==> config.mk <==
export PLATFORM = sky130hd
export DESIGN_NAME = control_frame_deframer_unit
export DESIGN_NICKNAME = d
export VERILOG_FILES = /design/src/hw/rtl/cfd_pkg.sv /design/src/hw/rtl/control_frame_deframer_unit.sv /design/src/hw/rtl/cfd_in_stage.sv /design/src/hw/rtl/cfd_core.sv /design/src/hw/rtl/cfd_out_stage.sv
export SDC_FILE = /design/constraint.sdc
export NUM_CORES = 1
export LEC_CHECK = 0
export BUFFER_PORTS_ARGS = -buffer_cell sky130_fd_sc_hd__buf_4
export CAP_MARGIN = 20
export CORE_ASPECT_RATIO = 1.75
export CORE_MARGIN = 4
export CORE_UTILIZATION = 45
export DETAILED_ROUTE_END_ITERATION = 10
export PLACE_DENSITY = 0.76
export SYNTH_ARGS = -nofsm -noshare
export SYNTH_HDL_FRONTEND = slang
export SYNTH_HIERARCHICAL = 1
export SYNTH_SLANG_ARGS = --single-unit
==> constraint.sdc <==
create_clock -name aclk -period 7 [get_ports aclk]
set_clock_uncertainty 0.05 [all_clocks]
set_input_delay 1.05 -clock aclk [delete_from_list [all_inputs] [get_ports aclk]]
set_output_delay 1.05 -clock aclk [all_outputs]
set_load 0.01 [all_outputs]
==> src/hw/rtl/cfd_pkg.sv <==
// ----------------------------------------------------------------------------
// cfd_pkg
// Shared types and constants of the control frame deframer.
// ----------------------------------------------------------------------------
package cfd_pkg;

    localparam logic [7:0] SYNC_BYTE = 8'h55;

    localparam logic [1:0] KIND_DATA  = 2'd0;
    localparam logic [1:0] KIND_EMPTY = 2'd1;
    localparam logic [1:0] KIND_SKIP  = 2'd2;

    typedef struct packed {
        logic [1:0]  kind;
        logic [15:0] command;
        logic [15:0] word_count;
        logic [15:0] data_word;
        logic [15:0] word_index;
        logic        last;
    } cfd_result_t;

endpackage

==> src/hw/rtl/control_frame_deframer_unit.sv <==
// ----------------------------------------------------------------------------
// control_frame_deframer_unit
// Deframer for a byte-serial control link with sync, header and data words.
// ----------------------------------------------------------------------------
// The input channel (s_valid, s_ready, s_rx_byte) takes one received byte per
// beat. The block hunts for two 0x55 sync bytes, gathers a four-byte header
// (command, then word count, both big-endian) and then assembles that many
// big-endian 16-bit data words. The result channel (m_*) carries one beat per
// data word, one beat for a frame that announces zero words, and one beat for
// each non-sync byte seen during the hunt. Sync, header and high data bytes
// give no result beat.
// A byte waits in an input register, and its result is loaded into the result
// register when the byte moves on; the result is shown from that register until
// the receiver takes it.
// One byte is taken every cycle while the receiver keeps m_ready high; the
// rate is set by the single framing state update per byte.
// When the receiver stalls, the held result stays stable and bytes that give
// no result still pass through; a byte that gives a result waits in the input
// register, and s_ready drops once that register is also occupied.
// Synchronous reset (aresetn low) empties both registers and returns the
// framer to the sync hunt with all counters cleared.
// ----------------------------------------------------------------------------
module control_frame_deframer_unit (
    input  logic        aclk,
    input  logic        aresetn,
    input  logic        s_valid,
    output logic        s_ready,
    input  logic [7:0]  s_rx_byte,
    output logic        m_valid,
    input  logic        m_ready,
    output logic [1:0]  m_kind,
    output logic [15:0] m_command,
    output logic [15:0] m_word_count,
    output logic [15:0] m_data_word,
    output logic [15:0] m_word_index,
    output logic        m_last
);
    import cfd_pkg::*;

    logic        in_valid;
    logic [7:0]  in_byte;
    logic        advance;
    logic        has_result;
    cfd_result_t core_result;
    cfd_result_t out_result;

    // A byte moves on when it gives no result beat or when the result
    // register is free or is being emptied in this cycle.
    assign advance = in_valid && (!has_result || !m_valid || m_ready);

    cfd_in_stage u_in_stage (
        .aclk      (aclk),
        .aresetn   (aresetn),
        .s_valid   (s_valid),
        .s_ready   (s_ready),
        .s_rx_byte (s_rx_byte),
        .advance   (advance),
        .in_valid  (in_valid),
        .in_byte   (in_byte)
    );

    cfd_core u_core (
        .aclk       (aclk),
        .aresetn    (aresetn),
        .advance    (advance),
        .in_byte    (in_byte),
        .has_result (has_result),
        .result     (core_result)
    );

    cfd_out_stage u_out_stage (
        .aclk        (aclk),
        .aresetn     (aresetn),
        .load        (advance && has_result),
        .load_result (core_result),
        .m_ready     (m_ready),
        .out_valid   (m_valid),
        .out_result  (out_result)
    );

    assign m_kind       = out_result.kind;
    assign m_command    = out_result.command;
    assign m_word_count = out_result.word_count;
    assign m_data_word  = out_result.data_word;
    assign m_word_index = out_result.word_index;
    assign m_last       = out_result.last;

endmodule

==> src/hw/rtl/cfd_in_stage.sv <==
// ----------------------------------------------------------------------------
// cfd_in_stage
// Input register that holds one received byte until the core consumes it.
// ----------------------------------------------------------------------------
module cfd_in_stage (
    input  logic       aclk,
    input  logic       aresetn,
    input  logic       s_valid,
    output logic       s_ready,
    input  logic [7:0] s_rx_byte,
    input  logic       advance,
    output logic       in_valid,
    output logic [7:0] in_byte
);
    logic       valid_reg;
    logic       valid_next;
    logic [7:0] byte_reg;

    // The stage frees up in the same cycle that its byte moves on.
    assign s_ready    = !valid_reg || advance;
    assign in_valid   = valid_reg;
    assign in_byte    = byte_reg;

    always_comb begin
        valid_next = valid_reg;
        if (s_valid && s_ready) begin
            valid_next = 1'b1;
        end else if (advance) begin
            valid_next = 1'b0;
        end
    end

    always_ff @(posedge aclk) begin
        if (!aresetn) begin
            valid_reg <= 1'b0;
        end else begin
            valid_reg <= valid_next;
        end
    end

    always_ff @(posedge aclk) begin
        if (s_valid && s_ready) begin
            byte_reg <= s_rx_byte;
        end
    end

endmodule

==> src/hw/rtl/cfd_core.sv <==
// ----------------------------------------------------------------------------
// cfd_core
// Framing state and the single-pass logic that turns one byte into a result.
// ----------------------------------------------------------------------------
module cfd_core (
    input  logic                 aclk,
    input  logic                 aresetn,
    input  logic                 advance,
    input  logic [7:0]           in_byte,
    output logic                 has_result,
    output cfd_pkg::cfd_result_t result
);
    import cfd_pkg::*;

    localparam logic [1:0] PH_SYNC = 2'd0;
    localparam logic [1:0] PH_HEAD = 2'd1;
    localparam logic [1:0] PH_DATA = 2'd2;

    logic [1:0]  phase_reg,        phase_next;
    logic        sync_seen_reg,    sync_seen_next;
    logic [1:0]  header_pos_reg,   header_pos_next;
    logic [31:0] header_shift_reg, header_shift_next;
    logic [15:0] words_done_reg,   words_done_next;
    logic [7:0]  high_byte_reg,    high_byte_next;
    logic        low_pending_reg,  low_pending_next;

    logic [16:0] idx_plus_one;
    logic        is_last;

    assign idx_plus_one = {1'b0, words_done_reg} + 17'd1;
    assign is_last      = idx_plus_one >= {1'b0, header_shift_reg[15:0]};

    always_comb begin
        phase_next        = phase_reg;
        sync_seen_next    = sync_seen_reg;
        header_pos_next   = header_pos_reg;
        header_shift_next = header_shift_reg;
        words_done_next   = words_done_reg;
        high_byte_next    = high_byte_reg;
        low_pending_next  = low_pending_reg;
        has_result        = 1'b0;
        result            = '0;

        unique case (phase_reg)
            PH_HEAD: begin
                header_shift_next = {header_shift_reg[23:0], in_byte};
                header_pos_next   = header_pos_reg + 2'd1;
                if (header_pos_reg == 2'd3) begin
                    words_done_next  = '0;
                    low_pending_next = 1'b0;
                    if (header_shift_next[15:0] == 16'd0) begin
                        has_result     = 1'b1;
                        result.kind    = KIND_EMPTY;
                        result.command = header_shift_next[31:16];
                        result.last    = 1'b1;
                        phase_next     = PH_SYNC;
                        sync_seen_next = 1'b0;
                    end else begin
                        phase_next = PH_DATA;
                    end
                end
            end
            PH_DATA: begin
                if (!low_pending_reg) begin
                    high_byte_next   = in_byte;
                    low_pending_next = 1'b1;
                end else begin
                    low_pending_next  = 1'b0;
                    has_result        = 1'b1;
                    result.kind       = KIND_DATA;
                    result.command    = header_shift_reg[31:16];
                    result.word_count = header_shift_reg[15:0];
                    result.data_word  = {high_byte_reg, in_byte};
                    result.word_index = words_done_reg;
                    result.last       = is_last;
                    words_done_next   = idx_plus_one[15:0];
                    if (is_last) begin
                        phase_next      = PH_SYNC;
                        sync_seen_next  = 1'b0;
                        header_pos_next = 2'd0;
                        words_done_next = '0;
                    end
                end
            end
            default: begin
                // Sync hunt; the unused phase code behaves the same way.
                phase_next = PH_SYNC;
                if (in_byte == SYNC_BYTE) begin
                    if (sync_seen_reg) begin
                        sync_seen_next  = 1'b0;
                        phase_next      = PH_HEAD;
                        header_pos_next = 2'd0;
                    end else begin
                        sync_seen_next = 1'b1;
                    end
                end else begin
                    has_result       = 1'b1;
                    result.kind      = KIND_SKIP;
                    result.data_word = {8'd0, in_byte};
                end
            end
        endcase
    end

    always_ff @(posedge aclk) begin
        if (!aresetn) begin
            phase_reg        <= PH_SYNC;
            sync_seen_reg    <= 1'b0;
            header_pos_reg   <= 2'd0;
            header_shift_reg <= '0;
            words_done_reg   <= '0;
            high_byte_reg    <= '0;
            low_pending_reg  <= 1'b0;
        end else if (advance) begin
            phase_reg        <= phase_next;
            sync_seen_reg    <= sync_seen_next;
            header_pos_reg   <= header_pos_next;
            header_shift_reg <= header_shift_next;
            words_done_reg   <= words_done_next;
            high_byte_reg    <= high_byte_next;
            low_pending_reg  <= low_pending_next;
        end
    end

endmodule

==> src/hw/rtl/cfd_out_stage.sv <==
// ----------------------------------------------------------------------------
// cfd_out_stage
// Result register that holds one result beat until the receiver takes it.
// ----------------------------------------------------------------------------
module cfd_out_stage (
    input  logic                 aclk,
    input  logic                 aresetn,
    input  logic                 load,
    input  cfd_pkg::cfd_result_t load_result,
    input  logic                 m_ready,
    output logic                 out_valid,
    output cfd_pkg::cfd_result_t out_result
);
    import cfd_pkg::*;

    logic        valid_reg;
    logic        valid_next;
    cfd_result_t result_reg;

    assign out_valid  = valid_reg;
    assign out_result = result_reg;

    always_comb begin
        valid_next = valid_reg;
        if (load) begin
            valid_next = 1'b1;
        end else if (m_ready) begin
            valid_next = 1'b0;
        end
    end

    always_ff @(posedge aclk) begin
        if (!aresetn) begin
            valid_reg <= 1'b0;
        end else begin
            valid_reg <= valid_next;
        end
    end

    always_ff @(posedge aclk) begin
        if (load) begin
            result_reg <= load_result;
        end
    end

endmodule

Word level (Yosys, flattened, before mapping)
Index checks and enable logic that the tools add are counted.
- output and inout bits: 69
- register bits: 139
- word-level logic and storage cells: 93
- input bits: 12
- bitwise logic cells: 1
- magnitude comparators: 1
- reductions and logical operators: 23
- add/sub/neg operators: 2
- muxes and demuxes: 42
- eq/ne operators: 8
- operators with widths (kind ; count):
    $pmux 16 s2 ; 3
    $mux 65 ; 1
    $mux 16 ; 3
    $mux 18 ; 1
    $add 16x1->17 const B ; 1
    $ge 17x16->1 ; 1
    $mux 1 ; 17
    $mux 17 ; 1
    $logic_not 16->1 ; 1
    $mux 2 ; 8
    $pmux 2 s2 ; 3
    $eq 8x7->1 const B ; 1
    $mux 8 ; 1
    $ne 2x1->1 const B ; 4
    $pmux 1 s2 ; 4
    $reduce_and 4->1 ; 2
    $reduce_and 3->1 ; 2
    $reduce_and 6->1 ; 1
    $reduce_bool 2->1 ; 3
    $reduce_bool 3->1 ; 2
    $reduce_and 5->1 ; 1
    $eq 2x2->1 const B ; 2
    $reduce_and 2->1 ; 2
    $logic_and 1x1->1 ; 3
    other kinds (5) ; 9

Depth between registers and ports, before layout
Gate-level depths: netlist of the first run.
- depth after elaboration: 11
- gate-level depth with buffers: 13
- depth with buffers taken out: 12

By module
The synthesis of the first run kept the hierarchy.
- by module, submodules not included (module ; seq. area each (um^2) ; cells an instance ; area each (um^2) ; times used):
    cfd_core ; 1241.2 ; 452 ; 3749.8 ; 1
    cfd_out_stage ; 2031.9 ; 70 ; 2053.2 ; 1
    cfd_in_stage ; 260.2 ; 13 ; 297.8 ; 1
    control_frame_deframer_unit ; 0.0 ; 4 ; 32.5 ; 1

Worst setup path after synthesis of the first run
No wires, ideal clock.
- path type: register to register
- start point: reg u_in_stage.byte_reg[1], in the netlist u_in_stage/in_byte[1]
- end point: reg u_out_stage.result_reg (netlist bit u_out_stage/out_result[0]) (enable)
- path buffers: 0
- arrival: 4.376 ns
- data required time: 6.455 ns
- path slack: 2.079 ns
- stages on the path, launching flop included: 8
- period minus slack after synthesis: 4.921 ns
- setup time: 0.495 ns
- path through: edfxtp_1 -> nor4_2 -> and4_1 -> nand2_1 -> nor3_4 -> or2_1 -> nand2_1 -> nor2_1
- word-level cells in the longest chain between the ends: 9
- elaborated cells between the ends (all ways): 11
- those cells by class: 1 x eq/ne; 4 x mux; 6 x reduce/logical
- RTL lines (item ; RTL line ; text):
    from (decl) ; cfd_in_stage.sv:17 ; logic [7:0] byte_reg;
    from (signal assigned) ; cfd_in_stage.sv:43 ; byte_reg <= s_rx_byte;
    $logic_not 16->1 ; cfd_core.sv:51 ; if (header_shift_next[15:0] == 16'd0) begin
    $mux 1 ; cfd_core.sv:51 ;
    $mux 1 ; cfd_core.sv:48 ; if (header_pos_reg == 2'd3) begin
    $pmux 1 s2 * ; cfd_core.sv:44 ; unique case (phase_reg)
    net has_result ; control_frame_deframer_unit.sv:43 ; logic has_result;
    $logic_not 1->1 ; control_frame_deframer_unit.sv:49 ; assign advance = in_valid && (!has_result || !m_valid || m_ready);
    $logic_or 1x1->1 (2 in a row) ; control_frame_deframer_unit.sv:49 ;
    $logic_and 1x1->1 ; control_frame_deframer_unit.sv:49 ;
    $logic_and 1x1->1 * ; control_frame_deframer_unit.sv:74 ; .load (advance && has_result),
    to (signal assigned) ; cfd_out_stage.sv:42 ; result_reg <= load_result;
    to (decl) ; cfd_out_stage.sv:18 ; cfd_result_t result_reg;
The timed path passes the listed nets; every way through them passes the cells marked *.
A chain may end at the register's enable or synchronous reset.

Worst setup path after layout of the first run
- start point: reg u_core.phase_reg[0]
- end point: out s_ready
- word-level cells in the longest chain between the ends: 7
- elaborated cells between the ends (all ways): 8
- those cells by class: 2 x eq/ne; 1 x mux; 5 x reduce/logical
- RTL lines (item ; RTL line ; text):
    from (decl) ; cfd_core.sv:19 ; logic [1:0] phase_reg, phase_next;
    from (signal assigned) ; cfd_core.sv:115 ; phase_reg <= phase_next;
    $eq 2x2->1 / $eq 2x1->1 (equally long branches) ; cfd_core.sv:44 ;
    $pmux 1 s2 * ; cfd_core.sv:44 ;
    net has_result ; control_frame_deframer_unit.sv:43 ;
    $logic_not 1->1 * ; control_frame_deframer_unit.sv:49 ;
    $logic_or 1x1->1 * (2 in a row) ; control_frame_deframer_unit.sv:49 ;
    $logic_and 1x1->1 * ; control_frame_deframer_unit.sv:49 ;
    net advance ; control_frame_deframer_unit.sv:42 ; logic advance;
    $logic_or 1x1->1 * ; cfd_in_stage.sv:20 ; assign s_ready = !valid_reg || advance;
    to (decl) ; control_frame_deframer_unit.sv:27 ; output logic s_ready,
Marks and branches as above.

==> results of run 1 <==
## power breakdown
group | internal [mW] | total [mW] | switching [mW]
logic | 0.0301 | 0.0676 | 0.0374
clock network | 0.532 | 0.883 | 0.352
registers | 0.878 | 0.886 | 0.00807
total | 1.44 | 1.84 | 0.397
## path summary, 6_finish.rpt
kind / from / endpoint / slack, ns / cells after the start
setup / recovery: u_core/phase_reg[0]$_SDFFE_PN0P_ / s_ready / 2.28 / 10
setup reg to reg: u_core/phase_reg[0]$_SDFFE_PN0P_ / u_core/words_done_reg[14]$_SDFFE_PN0P_ / 2.50 / 13
hold / removal: u_core/high_byte_reg[7]$_SDFFE_PN0P_ / u_core/high_byte_reg[7]$_SDFFE_PN0P_ / 0.42 / 2
hold reg to reg: u_core/high_byte_reg[7]$_SDFFE_PN0P_ / u_core/high_byte_reg[7]$_SDFFE_PN0P_ / 0.42 / 2
## metrics by stage
stage | setup slack (ns) | instance area, um^2 | utilization, % | hold WS (ns)
floorplan | 2.08 | 6130 | - | 0.388
global placement | 2.88 | 6830 | 51.1 | 0.400
detailed placement | 2.62 | 6830 | 51.1 | 0.406
CTS | 2.30 | 7420 | 55.5 | 0.421
global route | 2.00 | 7450 | 55.7 | 0.428
finish | 2.28 | 7450 | 55.7 | 0.419
## layout by cell type, fill, tap and decap left out, types with 4 or more instances in the layout
master	instances
nand2_1	88
buf_4	82
edfxtp_1	75
dfxtp_1	64
a21boi_0	40
nor2_1	23
inv_1	21
and3_1	21
ha_1	20
clkbuf_16	17
nand3_1	16
a22o_1	16
and2_1	14
a32o_1	12
xnor2_1	8
o21ai_0	8
nor2b_1	6
inv_6	5
and4_1	5
o21ai_1	4
a21o_1	4
mux2i_1	4
## metal layers
layer,track usage [%],wire length [um],vias to the layer above
met5,0,0,-
met3,3.37,576,24
met4,7.84,297,0
met1,18.3,4850,2044
li1,-,-,2071
met2,32.3,7460,132
## worst max-delay path, cell delays in order, from the launching register on
cell and delay [ns]:
dfxtp_1 0.36, inv_1 0.06, ha_1 0.45, nand2_1 0.50, nor2_1 0.08, buf_4 0.23, or2_1 0.31, or2_1 0.25
a21boi_2 0.56, nand2b_4 0.28, buf_4 0.12
## cell type report
cell class	count	share of cell area (%)
well taps	174	2.92
repair buffers	83	8.63
inverters	23	1.16
flip-flops and latches	139	47.4
clock inverters	14	2.17
clock buffers	18	5.76
multi-input cells	348	31.9
## cell families (layout without fill, tap and decap cells)
family                   Yosys count  after routing
multiplexers                       4              4
buffers and inverters             52            138
XOR/XNOR                          14             14
AND/OR/NAND/NOR                  207            207
adder cells (fa/ha/maj)           20             20
flip-flops                       139            139
AO/OA/AOI/OAI                    103            103
==> results.json, run 1 <==
{
  "stdcell_count": 799,
  "syn_avg_cell_area_um2": 11.4,
  "antenna_found_initial": 0,
  "final_nets": 644,
  "ys_warn_count": 6,
  "wirelength_mm": 13.2,
  "grtUsageTotal_pct": 17.4,
  "postRouteAntennaNets": 0,
  "outcome": "finished clean",
  "synthArstFlopShare_pct": 0,
  "yosysMostFrequentCell": "nand2_1",
  "synth-adder-area-share_pct": 4.08,
  "synth_flop_cell": "edfxtp_1",
  "finalWeightedCongestion": 0.849,
  "io-pin-count": 81,
  "number_of_flip_flops_under_the_largest_register_name": 67,
  "cts.sinks": 139,
  "cts_tree": "done",
  "timing.critical_path.fanout_max": 26,
  "post_synth_main_area_contributors": "edfxtp_1 37%, dfxtp_1 21%, nand2_1 5.4%",
  "powerDensity_nw_per_um2": 247,
  "grt_start_max_net_pins": 69,
  "synthDominantCellAreaShare_pct": 36.7,
  "die_width_um": 96.3,
  "multi_input_comb_area_um2": 2380,
  "clockBufferDepth": 2,
  "ctsHtreeMaxLevel": 4,
  "yosys.area.top_type": "edfxtp_1",
  "postCtsResizedCells": 0,
  "critPathLaunchType": "flip-flop",
  "tightestPinTransition_ns": 0.993,
  "post_synth_xor_area_fraction_pct": 2.37,
  "overflow": 0,
  "total_power_mw": 1.84,
  "drc_violation_count_after_routing": 0,
  "post-dp-hpwl_mm": 9.08,
  "critical_path_rt_ns": 5.90,
  "min_period_ns": 4.72,
  "end_kind": "output pin",
  "clock_insertion_delay_worst_skew_ns": 0.41,
  "share_of_the_synthesized_area_in_compound_gates_ao_oa_aoi_oai_pct": 13.3,
  "synth_edf_count": 75,
  "power.static_leakage_nw": 2.93,
  "fp.dieArea_um2": 15600,
  "clock_root_cell": "clkbuf_16",
  "synth_seq_area_share_pct": 57.6,
  "max-slew-margin-rel_pct": 33.6,
  "syn_inst": 539,
  "synth_top_family_by_area": "simple AND/OR/NAND/NOR gates",
  "core_area_um2": 13400,
  "syn_to_final_growth_pct": 21.5,
  "postCtsSetupRepairBufs": 0,
  "timing.hold.worst.class": "flip-flop to flip-flop",
  "clock.fmax_mhz": 212,
  "register_area_um2": 3530,
  "cap_violations": 0,
  "via_count": 4271,
  "syn_nets": 571,
  "wire_length_of_the_first_global_routing_pass_mm": 20.6,
  "fp.dieH_um": 162,
  "ir_drop_mv": 0.186,
  "fp-row-count": 56,
  "timing.final.hold_violations": 0,
  "synth_seq_cells": 139,
  "crit_type": "flip-flop to output pin",
  "place.detailed.instances": 766,
  "cts_hold_repair.buffers": 0,
  "filler_cell_count": 1113,
  "synth_common_cells": "88 x nand2_1, 75 x edfxtp_1, 64 x dfxtp_1",
  "layout_worst_path_cycle_share_pct": 67.4,
  "avgRoutedWirePerCell_um": 16.5,
  "critical_path_arrival_ns": 3.62,
  "clock_transition_at_the_registers_of_the_reported_paths_ns": 0.06,
  "drive_above_1_share_pct": 23.2,
  "io_buffers": 80,
  "start_util_pct": 45.8,
  "drt_iter0_drc": 346,
  "setup_repair_after_global_routing_missed_its_margin": "false",
  "drt-pass1-iter-count": 5,
  "drv_slew": 0,
  "synth_simple_gate_area_share_pct": 18.2,
  "report.final.setup_viol": 0,
  "synth_cell_type_count": 66,
  "synth.mux.area_fraction_pct": 0.653,
  "number_of_diodes": 0,
  "synth_area_um2": 6130,
  "fin_setup_tns_ns": 0,
  "cts_made_buffers": 17,
  "vias_in_the_first_global_route": 4150,
  "vias_per_cell": 5.35
}
No activity file was read; power rests on OpenSTA's default activity.
==> run 2, diff against run 1 <==
--- a/config.mk
+++ b/config.mk
@@ -11,7 +11,7 @@
 export CORE_MARGIN = 4
 export CORE_UTILIZATION = 45
 export DETAILED_ROUTE_END_ITERATION = 10
-export PLACE_DENSITY = 0.76
+export PLACE_DENSITY = 0.78
 export SYNTH_ARGS = -nofsm -noshare
 export SYNTH_HDL_FRONTEND = slang
 export SYNTH_HIERARCHICAL = 1
==> constraint.sdc (replaced) <==
create_clock -name aclk -period 4.1 [get_ports aclk]
set_clock_uncertainty 0.05 [all_clocks]
set_input_delay 0.615 -clock aclk [delete_from_list [all_inputs] [get_ports aclk]]
set_output_delay 0.615 -clock aclk [all_outputs]
set_load 0.01 [all_outputs]
==> results.json, run 2 (synthesis results as in run 1) <==
{
  "postCtsResizedCells": 0,
  "fp.dieArea_um2": 15600,
  "power.share.sequential_pct": 49.8,
  "post-dp-hpwl_mm": 9.26,
  "drc_violation_count_after_routing": 0,
  "avgRoutedWirePerCell_um": 16.2,
  "critical_path_rt_ns": 3.43,
  "outcome": "finished clean",
  "total_power_mw": 3.04,
  "ctsHtreeMaxLevel": 4,
  "power.static_leakage_nw": 2.93,
  "cts_tree": "done",
  "min_period_ns": 3.82,
  "clock.fmax_mhz": 262,
  "report.final.setup_viol": 0,
  "timing.critical_path.fanout_max": 23,
  "clock_transition_at_the_registers_of_the_reported_paths_ns": 0.06,
  "hp-start": "s_rx_byte[7]",
  "critPathLaunchType": "flip-flop",
  "timing.final.hold_violations": 0,
  "fin_setup_tns_ns": 0,
  "commonest_non_fill_non_tap_cell_in_the_layout": "nand2_1",
  "fp.dieH_um": 162,
  "drt_iter0_drc": 362,
  "crit_type": "flip-flop to output pin",
  "drv_slew": 0,
  "final_nets": 648,
  "hold-path-endpoint": "u_in_stage/in_byte[7]$_DFFE_PP_",
  "powerDensity_nw_per_um2": 409,
  "postRouteAntennaNets": 0,
  "clock_root_cell": "clkbuf_16",
  "cts_hold_repair.buffers": 0,
  "overflow": 0,
  "grtUsageTotal_pct": 17.7,
  "p_sw_share_pct": 22.8,
  "number_of_diodes": 0,
  "wirelength_mm": 13.0,
  "antenna_found_initial": 0,
  "cts_made_buffers": 17,
  "start_util_pct": 45.8,
  "setup_repair_after_global_routing_missed_its_margin": "false",
  "clock_power_share_pct": 46.4,
  "die_width_um": 96.3,
  "power.internal_mw": 2.34,
  "most-common-layout-cells": "88 x nand2_1, 86 x buf_4, 75 x edfxtp_1",
  "cap_violations": 0,
  "io-pin-count": 81,
  "clock_insertion_delay_worst_skew_ns": 0.41,
  "max-slew-margin-rel_pct": 46.5,
  "syn_to_final_growth_pct": 21.2,
  "io_buffers": 80,
  "rrSetupSlack_ns": 0.48,
  "utilization_after_layout_pct": 55.6,
  "vias_in_the_first_global_route": 4335,
  "vias_per_cell": 5.34,
  "postCtsSetupRepairBufs": 0,
  "fp-row-count": 56,
  "core_area_um2": 13400,
  "cts.sinks": 139,
  "clockBufferDepth": 2,
  "hold_path_depth": 1,
  "ir_drop_mv": 0.303,
  "layout_worst_path_cycle_share_pct": 93.2,
  "number_of_flip_flops_under_the_largest_register_name": 67,
  "wire_length_of_the_first_global_routing_pass_mm": 21.2,
  "combPwrFrac_pct": 3.8,
  "finalWeightedCongestion": 0.869,
  "worst-r2r-cell-count": 13,
  "reg2reg_to": "u_core/words_done_reg[14]$_SDFFE_PN0P_",
  "via_count": 4291,
  "timing.hold.worst.class": "primary input to flip-flop",
  "drt-pass1-iter-count": 4,
  "worst_r2r_startpoint": "u_core/phase_reg[0]$_SDFFE_PN0P_",
  "grt_start_max_net_pins": 69,
  "power_switching_uw": 693,
  "end_kind": "output pin",
  "drive_above_1_share_pct": 23.8,
  "critical_path_arrival_ns": 3.16,
  "tightestPinTransition_ns": 0.799
}
## run 2: cell count changes in the layout (fill, tap and decap cells not counted), sizes merged
| cell | change |
|---|---|
| buf | +4 |
| inv | +3 |
| bufinv | -2 |
| clkbuf | -1 |
## run 2: worst max-delay path, cell delays in order, from the launching register on
cell	delay (ns)
dfxtp_1	0.35
inv_1	0.05
ha_1	0.43
nand2_1	0.16
buf_4	0.22
nor2_1	0.07
or2_1	0.29
or2_1	0.25
a21boi_2	0.53
nand2b_4	0.27
buf_4	0.12
## run 2: per-stage QoR
| step | cell area [um^2] | std cells | worst slack, ns | hold WS (ns) |
|---|---|---|---|---|
| finish | 7440 | 803 | 0.280 | 0.325 |
| global route | 7440 | 803 | 0.0103 | 0.307 |
| CTS | 7440 | 803 | 0.275 | 0.308 |
| detailed placement | 6880 | 771 | 0.590 | 0.405 |
| global placement | 6880 | 771 | 0.736 | 0.399 |
| floorplan | 6140 | 539 | 0.331 | 0.388 |
## run 2: layout make-up
type	count	area, um^2
clock buffer	17	425
fill	1117	5950
tap	174	218
timing repair buffer	87	666
sequential	139	3530
inverter	23	86.3
multi-input combinational	348	2380
clock inverter	15	128
## run 2: power by group through the flow
stage               logic, mW  clock network [mW]  registers [mW]
floorplan              0.0471                   0            1.55
global placement        0.117                   0            1.54
detailed placement      0.119                   0            1.54
CTS                     0.120                1.44            1.51
global route            0.127                1.51            1.51
finish                  0.117                1.41            1.51
## run 2: worst max-delay path by stage
stage                                     startpoint                                     end  depth (start not counted)
finish              u_core/phase_reg[0]$_SDFFE_PN0P_                                 s_ready                         10
floorplan            u_in_stage/in_byte[1]$_DFFE_PP_     u_out_stage/out_result[0]$_DFFE_PP_                          7
global route        u_core/phase_reg[0]$_SDFFE_PN0P_                                 s_ready                         10
detailed placement  u_core/phase_reg[0]$_SDFFE_PN0P_  u_core/words_done_reg[14]$_SDFFE_PN0P_                         13
global placement    u_core/phase_reg[0]$_SDFFE_PN0P_  u_core/words_done_reg[11]$_SDFFE_PN0P_                         12
CTS                 u_core/phase_reg[0]$_SDFFE_PN0P_                                 s_ready                         10
## run 2: metal layers
layer	vias up	routed length [um]	GRT usage, %	part of all wire, %
met5	-	0	0	0
met4	0	412	9.07	3.2
met3	27	567	3.88	4.4
met2	131	7170	31.4	55
met1	2040	4850	19.1	37
li1	2093	-	-	-
==> run 3, diff against run 2 <==
--- a/config.mk
+++ b/config.mk
@@ -7,7 +7,6 @@
 export LEC_CHECK = 0
 export BUFFER_PORTS_ARGS = -buffer_cell sky130_fd_sc_hd__buf_4
 export CAP_MARGIN = 20
-export CORE_ASPECT_RATIO = 1.75
 export CORE_MARGIN = 4
 export CORE_UTILIZATION = 45
 export DETAILED_ROUTE_END_ITERATION = 10
==> results.json, run 3 (synthesis results as in run 1) <==
{
  "ir_drop_mv": 0.296,
  "antenna_found_initial": 0,
  "number_of_flip_flops_under_the_largest_register_name": 67,
  "wirelength_mm": 13.2,
  "post-dp-hpwl_mm": 9.02,
  "cts_tree": "done",
  "cts_made_buffers": 17,
  "area_post_placement_um2": 6890,
  "clock_power_share_pct": 49.1,
  "fp.dieArea_um2": 15600,
  "worst_path_most_repeated_cell": "buf_4",
  "setup_repair_after_global_routing_missed_its_margin": "false",
  "overflow": 0,
  "worst-path-buf-inv": 4,
  "postCtsResizedCells": 0,
  "power_switching_uw": 635,
  "final_nets": 649,
  "drive_above_1_share_pct": 24.0,
  "wire_length_of_the_first_global_routing_pass_mm": 21.4,
  "via_count": 4392,
  "layout_worst_path_cycle_share_pct": 91.1,
  "drt-pass1-iter-count": 5,
  "clockBufferDepth": 2,
  "clock.fmax_mhz": 268,
  "crit_type": "flip-flop to output pin",
  "avgRoutedWirePerCell_um": 16.4,
  "timing.critical_path.fanout_max": 26,
  "postCtsSetupRepairBufs": 0,
  "core_area_um2": 13300,
  "power.internal_mw": 2.57,
  "critical_path_rt_ns": 3.43,
  "critical-path-top-delay-family": "simple AND/OR/NAND/NOR gates",
  "fp-row-count": 42,
  "critPathSlowestCell": "ha_1",
  "io-pin-count": 81,
  "cts_hold_repair.buffers": 0,
  "number_of_diodes": 0,
  "total_power_mw": 3.20,
  "outcome": "finished clean",
  "grtUsageTotal_pct": 17.2,
  "min_period_ns": 3.73,
  "cts.sinks": 139,
  "max-slew-margin-rel_pct": 46.2,
  "timing.hold.worst.class": "primary input to flip-flop",
  "cap_violations": 0,
  "vias_in_the_first_global_route": 4365,
  "grt_start_max_net_pins": 63,
  "vias_per_cell": 5.45,
  "postRouteAntennaNets": 0,
  "io_buffers": 80,
  "p_sw_share_pct": 19.8,
  "syn_to_final_growth_pct": 22.6,
  "power.share.sequential_pct": 47.3,
  "end_kind": "output pin",
  "combPwrFrac_pct": 3.7,
  "critPathMaxStageDelay_ns": 0.47,
  "critical_path.cell_chain": "inv_1 -> ha_1 -> nand2_1 -> nor2_1 -> buf_4 -> or2_1 -> or2_1 -> a21boi_2 -> buf_4 -> nand2b_4 -> buf_4",
  "die_width_um": 125,
  "start_util_pct": 46.1,
  "tightestPinTransition_ns": 0.803,
  "finalWeightedCongestion": 0.835,
  "final_std_cell_area_no_fill_um2": 7520,
  "critical_path_arrival_ns": 3.07,
  "commonest_non_fill_non_tap_cell_in_the_layout": "nand2_1",
  "drv_slew": 0,
  "drt_iter0_drc": 264,
  "fp.dieH_um": 125,
  "critPathLaunchType": "flip-flop",
  "clock_transition_at_the_registers_of_the_reported_paths_ns": 0.06,
  "clock_insertion_delay_worst_skew_ns": 0.42,
  "fin_setup_tns_ns": 0,
  "most-common-layout-cells": "88 x nand2_1, 87 x buf_4, 75 x edfxtp_1",
  "powerDensity_nw_per_um2": 426,
  "timing.final.hold_violations": 0,
  "report.final.setup_viol": 0,
  "clock_root_cell": "clkbuf_16",
  "post_place_worst_slack_ns": 0.708,
  "setup_ws_ns": 0.367,
  "power.static_leakage_nw": 2.98,
  "drc_violation_count_after_routing": 0,
  "ctsHtreeMaxLevel": 4
}
==> run 3: cell types whose count changed in the layout (fill, tap and decap cells not counted) <==
cell,previous run,this run
clkinvlp_4,2,1
inv_6,5,1
clkinv_2,1,4
clkbuf_1,0,1
bufinv_16,0,2
buf_4,86,87
clkbuf_16,17,19
inv_8,3,0
clkinv_4,3,1
clkinv_1,1,0
clkbuf_8,0,3
==> run 3: layout make-up <==
type	count	area [um^2]
Clock buffer	23	520
Clock inverter	9	105
Fill cell	1103	5780
Inverter	23	86.3
Multi-Input combinational cell	348	2380
Sequential cell	139	3530
Tap cell	176	220
Timing Repair Buffer	88	673
==> run 3: power groups by stage <==
| stage | clock network, mW | registers (mW) | logic (mW) |
|---|---|---|---|
| after floorplan | 0 | 1.55 | 0.0471 |
| after global placement | 0 | 1.54 | 0.117 |
| after detailed placement | 0 | 1.54 | 0.121 |
| after CTS | 1.60 | 1.51 | 0.120 |
| after global routing | 1.66 | 1.52 | 0.128 |
| final | 1.57 | 1.51 | 0.118 |
==> run 3: worst paths after layout <==
kind,startpoint,to,slack [ns],depth (start not counted)
worst max-delay path,u_core/phase_reg[0]$_SDFFE_PN0P_,s_ready,0.37,11
worst min-delay path,s_rx_byte[6],u_in_stage/in_byte[6]$_DFFE_PP_,0.32,1
worst max register to register,u_core/phase_reg[0]$_SDFFE_PN0P_,u_core/words_done_reg[14]$_SDFFE_PN0P_,0.58,14
worst min register to register,u_core/high_byte_reg[5]$_SDFFE_PN0P_,u_core/high_byte_reg[5]$_SDFFE_PN0P_,0.42,2
==> run 3: per-stage QoR <==
stage / cells / utilization, % / hold WS, ns
3_3_place_gp: 774 / 51.8 / 0.400
2_1_floorplan: 539 / - / 0.388
4_1_cts: 806 / 56.6 / 0.304
5_1_grt: 806 / 56.6 / 0.300
6_report: 806 / 56.6 / 0.318
3_5_place_dp: 774 / 51.8 / 0.413
==> run 3: routing by layer <==
layer  global-route usage (%)  share of wire (%)
met1                     20.3                 42
met2                     29.3                 50
met3                     4.42                5.7
met4                     8.38                2.7
met5                        0                  0
